--- src/hw/rtl/i2da_pkg.sv ---
// shared types and constants for the integer to decimal text converter
package i2da_pkg;

    // width of one packed decimal digit
    localparam int DIGIT_W = 4;
    // width of one text character
    localparam int CHAR_W = 8;
    // width of the raw value field on the request channel
    localparam int NUMBER_W = 64;

    localparam logic [CHAR_W-1:0] CHAR_ZERO  = 8'h30;
    localparam logic [CHAR_W-1:0] CHAR_MINUS = 8'h2D;

    // sequencer states, one-hot
    typedef enum logic [4:0] {
        ST_IDLE = 5'b00001,
        ST_CONV = 5'b00010,
        ST_SKIP = 5'b00100,
        ST_SIGN = 5'b01000,
        ST_EMIT = 5'b10000
    } i2da_state_t;

endpackage

--- src/hw/rtl/i2da_if.sv ---
// request and response channel interfaces of the converter

interface i2da_req_if;
    logic                            valid;
    logic                            ready;
    logic [i2da_pkg::NUMBER_W-1:0]   number_bits;
    logic                            action;

    modport source (output valid, output number_bits, output action, input ready);
    modport sink   (input valid, input number_bits, input action, output ready);
endinterface

interface i2da_rsp_if;
    logic                            valid;
    logic                            ready;
    logic [i2da_pkg::CHAR_W-1:0]     text_char;
    logic                            last_char;

    modport source (output valid, output text_char, output last_char, input ready);
    modport sink   (input valid, input text_char, input last_char, output ready);
endinterface

--- src/hw/rtl/int_to_decimal_ascii.sv ---
// top level: integer to decimal ascii text converter
//
// req carries one integer (number_bits, low VALUE_WIDTH bits used) and a mode
// flag (action: 0 unsigned, 1 signed two's complement). rsp returns the decimal
// text one character per transaction, most significant first, with last_char
// set on the final character. A negative value is preceded by '-'; zero gives
// a single '0'.
// One transaction on req is handled at a time: req.ready is high only while
// the sequencer is idle. The conversion shifts each of the VALUE_WIDTH bits
// through the shared shift-and-add-3 unit, then leading zero digits are dropped
// one per cycle, keeping at least one, then one character is loaded per cycle
// while the response register is free. Skipped and emitted digits always add up
// to NDIG.
// The response register parts the two sides: a stall on rsp holds the current
// character and pauses the sequencer, and the final character may still wait
// there while the next request is taken.
// Reset clears the sequencer and the response valid; nothing else is kept
// between items.
module int_to_decimal_ascii #(
    parameter int VALUE_WIDTH = 64
) (
    input  logic              clk,
    input  logic              rst_n,
    i2da_req_if.sink          req,
    i2da_rsp_if.source        rsp
);
    import i2da_pkg::*;

    // decimal digits needed for the largest unsigned value
    localparam int NDIG  = (VALUE_WIDTH * 1233) / 4096 + 1;
    localparam int BCD_W = NDIG * DIGIT_W;
    localparam int BCW   = (VALUE_WIDTH > 1) ? $clog2(VALUE_WIDTH) : 1;
    localparam int DCW   = $clog2(NDIG + 1);

    i2da_state_t             state_reg, state_next;
    logic [VALUE_WIDTH-1:0]  mag_reg, mag_next;
    logic [BCD_W-1:0]        bcd_reg, bcd_next;
    logic [BCW-1:0]          bit_cnt_reg, bit_cnt_next;
    logic [DCW-1:0]          dig_cnt_reg, dig_cnt_next;
    logic                    neg_reg, neg_next;
    logic                    out_valid_reg, out_valid_next;
    logic [CHAR_W-1:0]       out_char_reg, out_char_next;
    logic                    out_last_reg, out_last_next;

    logic [VALUE_WIDTH-1:0]  value;
    logic                    value_neg;
    logic [BCD_W-1:0]        bcd_step;
    logic [DIGIT_W-1:0]      top_digit;
    logic                    out_free;
    logic                    req_fire;

    // shared conversion unit
    i2da_dabble #(
        .NDIG (NDIG)
    ) u_dabble (
        .bcd      (bcd_reg),
        .bit_in   (mag_reg[VALUE_WIDTH-1]),
        .bcd_next (bcd_step)
    );

    // request decode: width cut, sign and magnitude
    assign value     = req.number_bits[VALUE_WIDTH-1:0];
    assign value_neg = req.action & value[VALUE_WIDTH-1];
    assign req_fire  = req.valid & req.ready;
    assign top_digit = bcd_reg[BCD_W-1 -: DIGIT_W];
    assign out_free  = ~out_valid_reg | rsp.ready;

    assign req.ready     = (state_reg == ST_IDLE);
    assign rsp.valid     = out_valid_reg;
    assign rsp.text_char = out_char_reg;
    assign rsp.last_char = out_last_reg;

    // sequencer
    always_comb
    begin
        state_next     = state_reg;
        mag_next       = mag_reg;
        bcd_next       = bcd_reg;
        bit_cnt_next   = bit_cnt_reg;
        dig_cnt_next   = dig_cnt_reg;
        neg_next       = neg_reg;
        out_valid_next = out_valid_reg & ~rsp.ready;
        out_char_next  = out_char_reg;
        out_last_next  = out_last_reg;

        unique case (state_reg)
            ST_IDLE:
            begin
                if (req_fire)
                begin
                    neg_next     = value_neg;
                    mag_next     = value_neg ? (~value + VALUE_WIDTH'(1)) : value;
                    bcd_next     = '0;
                    bit_cnt_next = BCW'(VALUE_WIDTH - 1);
                    state_next   = ST_CONV;
                end
            end
            ST_CONV:
            begin
                bcd_next     = bcd_step;
                mag_next     = {mag_reg[VALUE_WIDTH-2:0], 1'b0};
                bit_cnt_next = bit_cnt_reg - BCW'(1);
                if (bit_cnt_reg == '0)
                begin
                    dig_cnt_next = DCW'(NDIG);
                    state_next   = ST_SKIP;
                end
            end
            ST_SKIP:
            begin
                // drop leading zero digits, keeping at least one
                if ((top_digit == '0) && (dig_cnt_reg > DCW'(1)))
                begin
                    bcd_next     = {bcd_reg[BCD_W-DIGIT_W-1:0], {DIGIT_W{1'b0}}};
                    dig_cnt_next = dig_cnt_reg - DCW'(1);
                end
                else
                begin
                    state_next = neg_reg ? ST_SIGN : ST_EMIT;
                end
            end
            ST_SIGN:
            begin
                if (out_free)
                begin
                    out_valid_next = 1'b1;
                    out_char_next  = CHAR_MINUS;
                    out_last_next  = 1'b0;
                    state_next     = ST_EMIT;
                end
            end
            ST_EMIT:
            begin
                if (out_free)
                begin
                    out_valid_next = 1'b1;
                    out_char_next  = CHAR_ZERO + CHAR_W'(top_digit);
                    out_last_next  = (dig_cnt_reg == DCW'(1));
                    bcd_next       = {bcd_reg[BCD_W-DIGIT_W-1:0], {DIGIT_W{1'b0}}};
                    dig_cnt_next   = dig_cnt_reg - DCW'(1);
                    if (dig_cnt_reg == DCW'(1))
                    begin
                        state_next = ST_IDLE;
                    end
                end
            end
            default:
            begin
                state_next = ST_IDLE;
            end
        endcase
    end

    // control registers
    always_ff @(posedge clk or negedge rst_n)
    begin
        if (!rst_n)
        begin
            state_reg     <= ST_IDLE;
            out_valid_reg <= 1'b0;
        end
        else
        begin
            state_reg     <= state_next;
            out_valid_reg <= out_valid_next;
        end
    end

    // datapath registers
    always_ff @(posedge clk)
    begin
        mag_reg      <= mag_next;
        bcd_reg      <= bcd_next;
        bit_cnt_reg  <= bit_cnt_next;
        dig_cnt_reg  <= dig_cnt_next;
        neg_reg      <= neg_next;
        out_char_reg <= out_char_next;
        out_last_reg <= out_last_next;
    end

    // every packed digit stays a decimal digit
    logic [NDIG-1:0] digit_ok;

    always_comb
    begin
        for (int i = 0; i < NDIG; i++)
        begin
            digit_ok[i] = (bcd_reg[i*DIGIT_W +: DIGIT_W] <= DIGIT_W'(9));
        end
    end

    a_digits_decimal: assert property (@(posedge clk) disable iff (!rst_n)
        (state_reg == ST_SKIP || state_reg == ST_EMIT) |-> (&digit_ok))
        else $error("packed digit out of decimal range");

    a_accept_starts_conv: assert property (@(posedge clk) disable iff (!rst_n)
        req_fire |=> (state_reg == ST_CONV))
        else $error("accepted request did not start conversion");

    a_rsp_held: assert property (@(posedge clk) disable iff (!rst_n)
        (rsp.valid && !rsp.ready) |=>
            (rsp.valid && $stable(rsp.text_char) && $stable(rsp.last_char)))
        else $error("response changed while stalled");

    a_emit_has_digits: assert property (@(posedge clk) disable iff (!rst_n)
        (state_reg == ST_EMIT) |-> (dig_cnt_reg != '0))
        else $error("emit state with no digits left");

endmodule

--- src/hw/rtl/i2da_dabble.sv ---
// one shift-and-add-3 step of the binary to packed decimal conversion
module i2da_dabble #(
    parameter int NDIG = 20
) (
    input  logic [NDIG*i2da_pkg::DIGIT_W-1:0] bcd,
    input  logic                              bit_in,
    output logic [NDIG*i2da_pkg::DIGIT_W-1:0] bcd_next
);
    import i2da_pkg::*;

    logic [NDIG*DIGIT_W-1:0] adjusted;

    // digits of five or more get three added before the doubling
    always_comb
    begin
        for (int i = 0; i < NDIG; i++)
        begin
            if (bcd[i*DIGIT_W +: DIGIT_W] >= DIGIT_W'(5))
            begin
                adjusted[i*DIGIT_W +: DIGIT_W] = bcd[i*DIGIT_W +: DIGIT_W] + DIGIT_W'(3);
            end
            else
            begin
                adjusted[i*DIGIT_W +: DIGIT_W] = bcd[i*DIGIT_W +: DIGIT_W];
            end
        end
    end

    // double and bring in the next binary bit
    assign bcd_next = {adjusted[NDIG*DIGIT_W-2:0], bit_in};

endmodule
--- src/flat_wrapper.sv ---
// flat-port wrapper written by rule: the top's interface ports become plain ports
module int_to_decimal_ascii_flat import i2da_pkg::*;
#(
    parameter int VALUE_WIDTH = 64
)
  (clk, rst_n, req_valid, req_number_bits, req_action, req_ready, rsp_valid, rsp_text_char, rsp_last_char, rsp_ready);
  i2da_req_if req_i ();
  i2da_rsp_if rsp_i ();
  input  logic clk;
  input  logic rst_n;
  input wire logic [$bits(req_i.valid)-1:0] req_valid;
  input wire logic [$bits(req_i.number_bits)-1:0] req_number_bits;
  input wire logic [$bits(req_i.action)-1:0] req_action;
  output wire logic [$bits(req_i.ready)-1:0] req_ready;
  output wire logic [$bits(rsp_i.valid)-1:0] rsp_valid;
  output wire logic [$bits(rsp_i.text_char)-1:0] rsp_text_char;
  output wire logic [$bits(rsp_i.last_char)-1:0] rsp_last_char;
  input wire logic [$bits(rsp_i.ready)-1:0] rsp_ready;
  assign req_i.valid = req_valid;
  assign req_i.number_bits = req_number_bits;
  assign req_i.action = req_action;
  assign req_ready = req_i.ready;
  assign rsp_valid = rsp_i.valid;
  assign rsp_text_char = rsp_i.text_char;
  assign rsp_last_char = rsp_i.last_char;
  assign rsp_i.ready = rsp_ready;
  int_to_decimal_ascii #(.VALUE_WIDTH(VALUE_WIDTH)) u_core (.clk(clk), .rst_n(rst_n), .req(req_i), .rsp(rsp_i));
endmodule
--- config.mk ---
export PLATFORM = sky130hd
export DESIGN_NAME = int_to_decimal_ascii_flat
export DESIGN_NICKNAME = d
export VERILOG_FILES = /design/src/hw/rtl/i2da_pkg.sv /design/src/hw/rtl/i2da_if.sv /design/src/hw/rtl/int_to_decimal_ascii.sv /design/src/hw/rtl/i2da_dabble.sv /design/src/flat_wrapper.sv
export SDC_FILE = /design/constraint.sdc
export NUM_CORES = 1
export LEC_CHECK = 0
export ABC_CLOCK_PERIOD_IN_PS = 10100
export BUFFER_PORTS_ARGS = -buffer_cell sky130_fd_sc_hd__buf_2
export CORE_MARGIN = 2
export CORE_UTILIZATION = 60
export CTS_CLUSTER_DIAMETER = 200
export CTS_CLUSTER_SIZE = 12
export DETAILED_ROUTE_END_ITERATION = 16
export GPL_ROUTABILITY_DRIVEN = 1
export PLACE_DENSITY = 0.8
export SLEW_MARGIN = 20
export SYNTH_ARGS = -nofsm -noshare
export SYNTH_HDL_FRONTEND = slang
export SYNTH_SLANG_ARGS = --single-unit
export TNS_END_PERCENT = 5
--- constraint.sdc ---
create_clock -name clk -period 10.1 [get_ports clk]
set_input_delay 1.515 -clock clk [delete_from_list [all_inputs] [get_ports clk]]
set_output_delay 1.515 -clock clk [all_outputs]
set_load 0.02 [all_outputs]
Word level (Yosys, flattened, before mapping)
Index checks and enable logic that the tools add are counted.
{"block": "totals", "regBits": 171, "in_bits": 69, "out_inout_bits": 11, "wordCells": 137}
{"block": "op_classes", "n_addsub": 24, "magnitude_cmp": 21, "eq_ne": 13, "muxes": 49, "bitwise": 7, "reduce_logical": 14}
{"op": "one-hot mux 80 bit (4 select lines)", "count": 1}
{"op": "2-to-1 mux 80 bit", "count": 3}
{"op": "2-to-1 mux 64 bit", "count": 2}
{"op": "one-hot mux 64 bit (2 select lines)", "count": 1}
{"op": "greater-or-equal comparator 4 x 3 -> 1 bit, second input constant", "count": 20}
{"op": "adder 4 x 2 -> 4 bit, second input constant", "count": 19}
{"op": "2-to-1 mux 4 bit", "count": 19}
{"op": "adder 64 x 1 -> 64 bit, second input constant", "count": 1}
{"op": "NOT 64 bit", "count": 1}
{"op": "2-to-1 mux 5 bit", "count": 10}
{"op": "one-hot mux 5 bit (5 select lines)", "count": 1}
{"op": "2-to-1 mux 8 bit", "count": 2}
{"op": "one-hot mux 8 bit (2 select lines)", "count": 1}
{"op": "one-hot mux 5 bit (3 select lines)", "count": 1}
{"op": "one-hot mux 6 bit (2 select lines)", "count": 1}
{"op": "== test 5 x 1 -> 1 bit, second input constant", "count": 2}
{"op": "!= test 2 x 1 -> 1 bit, second input constant", "count": 5}
{"op": "AND reduction 4 bit", "count": 2}
{"op": "adder 6 x 4 -> 7 bit, first input constant", "count": 1}
{"op": "logical NOT 6 bit", "count": 1}
{"op": "2-to-1 mux 6 bit", "count": 1}
{"op": "AND reduction 6 bit", "count": 1}
{"op": "subtractor 6 x 1 -> 6 bit, second input constant", "count": 1}
{"op": "== test 5 x 2 -> 1 bit, second input constant", "count": 1}
{"op": "21 further kinds", "count": 30}

Depth between registers and ports, before layout
{"block": "depth", "ltp_word": 5, "mapped_depth": 9, "ltp_nobuf": 8}

Modules after synthesis
A second synthesis with hierarchy kept.
{"block": "hier_totals", "cells_unflattened": 1043, "area_unflattened_um2": 10458.8}
{"module": "int_to_decimal_ascii", "instances": 1, "cells_each": 726, "area_per_inst_um2": 8444.3, "seq_area_each_um2": 5016.1}
{"module": "i2da_dabble", "instances": 1, "cells_each": 317, "area_per_inst_um2": 2014.4, "seq_area_each_um2": 0.0}

Least setup slack after synthesis
OpenSTA, ideal clock, no wires.
{"block": "synth_timing", "kind": "input-to-reg", "startpoint": "input rsp_ready", "endpoint": "register u_core.bcd_reg[0] (enable)", "setup_ps": 637, "arrival_time_ps": 7623, "required_ps": 9463, "setup_slack_ps": 1840, "cell_stages": 3, "path_buffers": 0, "cell_sequence": "nand2b_1 o22ai_1 a211oi_1"}
{"block": "synth_via", "elab_chain_len": 3}
{"item": "start, declared", "line_no": "flat_wrapper.sv:18", "rtl": "input wire logic [$bits(rsp_i.ready)-1:0] rsp_ready;"}
{"item": "OR 1 bit", "line_no": "int_to_decimal_ascii.sv:66", "rtl": "assign out_free = ~out_valid_reg | rsp.ready;"}
{"item": "!= test 2 x 1 -> 1 bit (no source line)"}
{"item": "AND reduction 4 bit (no source line)"}
{"item": "end signal, assigned", "line_no": "int_to_decimal_ascii.sv:173", "rtl": "bcd_reg <= bcd_next;"}
{"item": "end, declared", "line_no": "int_to_decimal_ascii.sv:37", "rtl": "logic [BCD_W-1:0] bcd_reg, bcd_next;"}
No other way between the ends.
A chain may end at the register's enable or synchronous reset.

Worst setup path after layout
{"block": "layout_timing", "startpoint": "input req_number_bits[30]", "endpoint": "register u_core.mag_reg[60], data pin"}
{"block": "layout_via", "elab_chain_len": 5}
{"item": "start, declared", "line_no": "flat_wrapper.sv:12", "rtl": "input wire logic [$bits(req_i.number_bits)-1:0] req_number_bits;"}
{"item": "NOT 64 bit", "line_no": "int_to_decimal_ascii.sv:92", "rtl": "mag_next = value_neg ? (~value + VALUE_WIDTH'(1)) : value;"}
{"item": "adder 64 x 1 -> 64 bit", "line_no": "int_to_decimal_ascii.sv:92"}
{"item": "2-to-1 mux 64 bit", "line_no": "int_to_decimal_ascii.sv:92"}
{"item": "2-to-1 mux 64 bit", "line_no": "int_to_decimal_ascii.sv:89", "rtl": "if (req_fire)"}
{"item": "one-hot mux 64 bit (2 select lines)", "line_no": "int_to_decimal_ascii.sv:86", "rtl": "unique case (state_reg)"}
{"item": "via u_core.mag_next[60]", "line_no": "int_to_decimal_ascii.sv:36", "rtl": "logic [VALUE_WIDTH-1:0] mag_reg, mag_next;"}
{"item": "end signal, assigned", "line_no": "int_to_decimal_ascii.sv:172", "rtl": "mag_reg <= mag_next;"}
{"item": "end, declared", "line_no": "int_to_decimal_ascii.sv:36"}
The timed path passes the listed nets, and every way through them passes these cells. The select of a mux whose other input is x is not followed.

==> reports/summary.txt <==
status: completed
worst-margin pin slew: 1.03 ns
max frequency: 0.274 GHz
drt drc: 0
CTS tree: done
WS Path Type: primary input to register
worst min-delay path category: register to register
LEAKAGE: 0.00408 uW
GR Util All Layers: 0.235
Ports: 80
largest net degree at the start of global routing: 103
Critical Path Fanout Max: 12
# setup viols final: 0
Sum Neg Setup Slack: 0 ns
Ys Warns: 0
initial core utilization: 0.617
Synth area leaders: edfxtp_1 47%, ha_1 5.5%, xnor2_1 4.8%
Die X: 135 um
Sink Count: 168
die span in y: 135 um
final hold vios: 0
Final period util: 0.362
slowest stage delay, CP: 0.66 ns
Worst EP required: 10.24 ns
Worst Clk Skew: 0.00561 ns
CP top delay family: simple AND/OR/NAND/NOR gates
Max-cap violations: 0
RePlAce Congestion: 0.851
Root Driver: clkbuf_16
vias in the first global route: 7513
placed cell count: 1308
Slew Limit Fails: 0
Rel. slew slack: 0.314
worst r2r src: u_core.state_reg[4]$_DFFE_PN0P_
Worst-Skew Late Latency: 0.42 ns
Most used DFF post-synth: edfxtp_1
Yosys top cell area share: 0.472
detailed-route wire length: 20800 um
Hold Crit Start: u_core.neg_reg$_DFFE_PP_
CP startpoint: req_number_bits[30]
Critical Path Start Type: primary input
Post-synth EDFFs: 162
Synth Cell Area: 10300 um2
GRT overflow: 0
TritonCTS Buffers: 17
antenna-violating nets left: 0
synthesized flop and latch total: 168
Final #Nets: 1221
vias per cell: 5.94
Netlist cell types: 62
Post-CTS Hold Buffers: 0
Syn Area/Cell: 9.80 um2
worst hold stages: 2
worst-case hold path end point: u_core.state_reg[3]$_DFFE_PN0P_
total number of vias: 7950
I/O Buffers: 76
first-pass GRT wire length: 34800 um
DR iter-0 viols: 660
register area share after synthesis: 0.487
die area: 18200 um2
H-tree depth: 4
Clock Tree Buf Depth: 2
Reg clk slew, reported paths: 0.06 ns
commonest cells after routing, fill and taps aside: 162 x edfxtp_1, 111 x nand2_1, 99 x a21oi_1
Resized Gates After CTS: 0
CORE AREA: 16700 um2
max FFs per register: 80
RSZ-0062 raised after global routing: no
layout cells sized above 1: 0.115
DR WL/cell: 15.5 um
# Post-CTS Setup Buffers: 0
HPWL after DPL: 13800 um
min Tclk post-route: 3.65 ns
Layout area overhead: 11.4%
Slowest-stage cell, CP: nor4_4
drt pass-1 iters: 5
Crit. path cell count: 7
Final Non-Filler Cells: 1338
most common cell after layout, fill and taps aside: edfxtp_1
CP Capture Type: register
Final Cell Area: 11500 um2
largest area contributor in the netlist: edfxtp_1
R2R depth: 6
Crit path arrival time: 3.79 ns
row count: 47
sum of buffers and inverters on the critical path: 1
Cell Chain, Critical Path: buf_2 -> or4_4 -> or3_4 -> nor4_4 -> a41oi_1 -> xnor2_1 -> o21ai_1
maximum vdd drop: 251 uV
antenna violations before repair: 3
flop-to-flop setup slack: 6.56 ns
Syn Inst Count: 1051
Cell Area, Placed: 10900 um2
FFs w/ async S/R, synth: 0.0357
Power per Cell Area: 305 nW/um2
RR Endpoint: u_core.bcd_reg[33]$_DFFE_PP_
-- synth_stat cells, types with 8 or more instances --
library cell	count
o32ai_1	9
nand2b_1	26
buf_1	8
a21oi_1	99
o31ai_1	16
and3_1	8
clkbuf_1	33
nor3_1	20
nor3b_1	29
inv_1	52
a31oi_1	9
xor2_1	36
nor2_1	88
edfxtp_1	162
nor4_1	10
xnor2_1	57
o22ai_1	23
o21ai_1	39
ha_1	45
nand2_1	112
o21ai_0	81
-- how the worst max path moves through the flow --
stage / end / slack [ns]
after floorplan: u_core.bcd_reg[0]$_DFFE_PP_ / 1.84
after global placement: u_core.mag_reg[62]$_DFFE_PP_ / 6.12
after detailed placement: u_core.mag_reg[62]$_DFFE_PP_ / 6.07
after CTS: u_core.mag_reg[60]$_DFFE_PP_ / 6.47
after global routing: u_core.bcd_reg[7]$_DFFE_PP_ / 6.23
final: u_core.mag_reg[60]$_DFFE_PP_ / 6.45
-- through the flow --
stage                     total power [uW]   util  hold slack (ns)  worst slack [ns]
final                                 3500  0.687            0.485              6.45
after global routing                  3760  0.687            0.498              6.23
after CTS                             3510  0.687            0.479              6.47
after detailed placement              2810  0.650            0.465              6.07
after global placement                2760  0.650            0.480              6.12
after floorplan                       2520      -            0.442              1.84
-- routing by layer --
metal,vias to the layer above,track usage,share of wire
li1,3929,-,-
met1,3808,0.315,0.45
met2,185,0.391,0.49
met3,24,0.0484,0.049
met4,4,0.0637,0.012
met5,-,0,0.0012
-- worst reg2reg max path: stages, from the launching register on --
cell and delay (ns):
dfrtp_1 0.39, nor2_1 0.33, nor4bb_4 0.34, buf_4 0.68, nor2_1 0.25, a211oi_4 0.29
buf_4 0.81
-- cell type report --
class | count | area (um2)
diodes | 1 | 2.50
clock buffers | 20 | 437
clock inverters | 9 | 176
well taps | 220 | 275
flip-flops and latches | 168 | 5020
multi-input cells | 784 | 4940
fillers | 1274 | 5230
inverters | 53 | 199
repair buffers | 83 | 433
-- power by group --
part	switching, uW	internal (uW)	total, uW
Clock	255	434	688
Combinational	839	477	1320
Sequential	222	1280	1500
Total	1320	2190	3500
-- logic make-up (layout without fill, tap and decap cells) --
| kind of cell | count (synthesis) | after routing | synth area share |
|---|---|---|---|
| flip-flops | 168 | 168 | 0.487 |
| multiplexers | 1 | 1 | 0.000972 |
| XOR/XNOR | 93 | 93 | 0.0791 |
| other | 2 | 4 | 0.000729 |
| adder cells (fa/ha/maj) | 45 | 45 | 0.0547 |
| AND/OR/NAND/NOR | 342 | 342 | 0.172 |
| AO/OA/AOI/OAI | 300 | 300 | 0.167 |
| buffers and inverters | 100 | 165 | 0.0387 |
(Power assumes the default switching activity.)
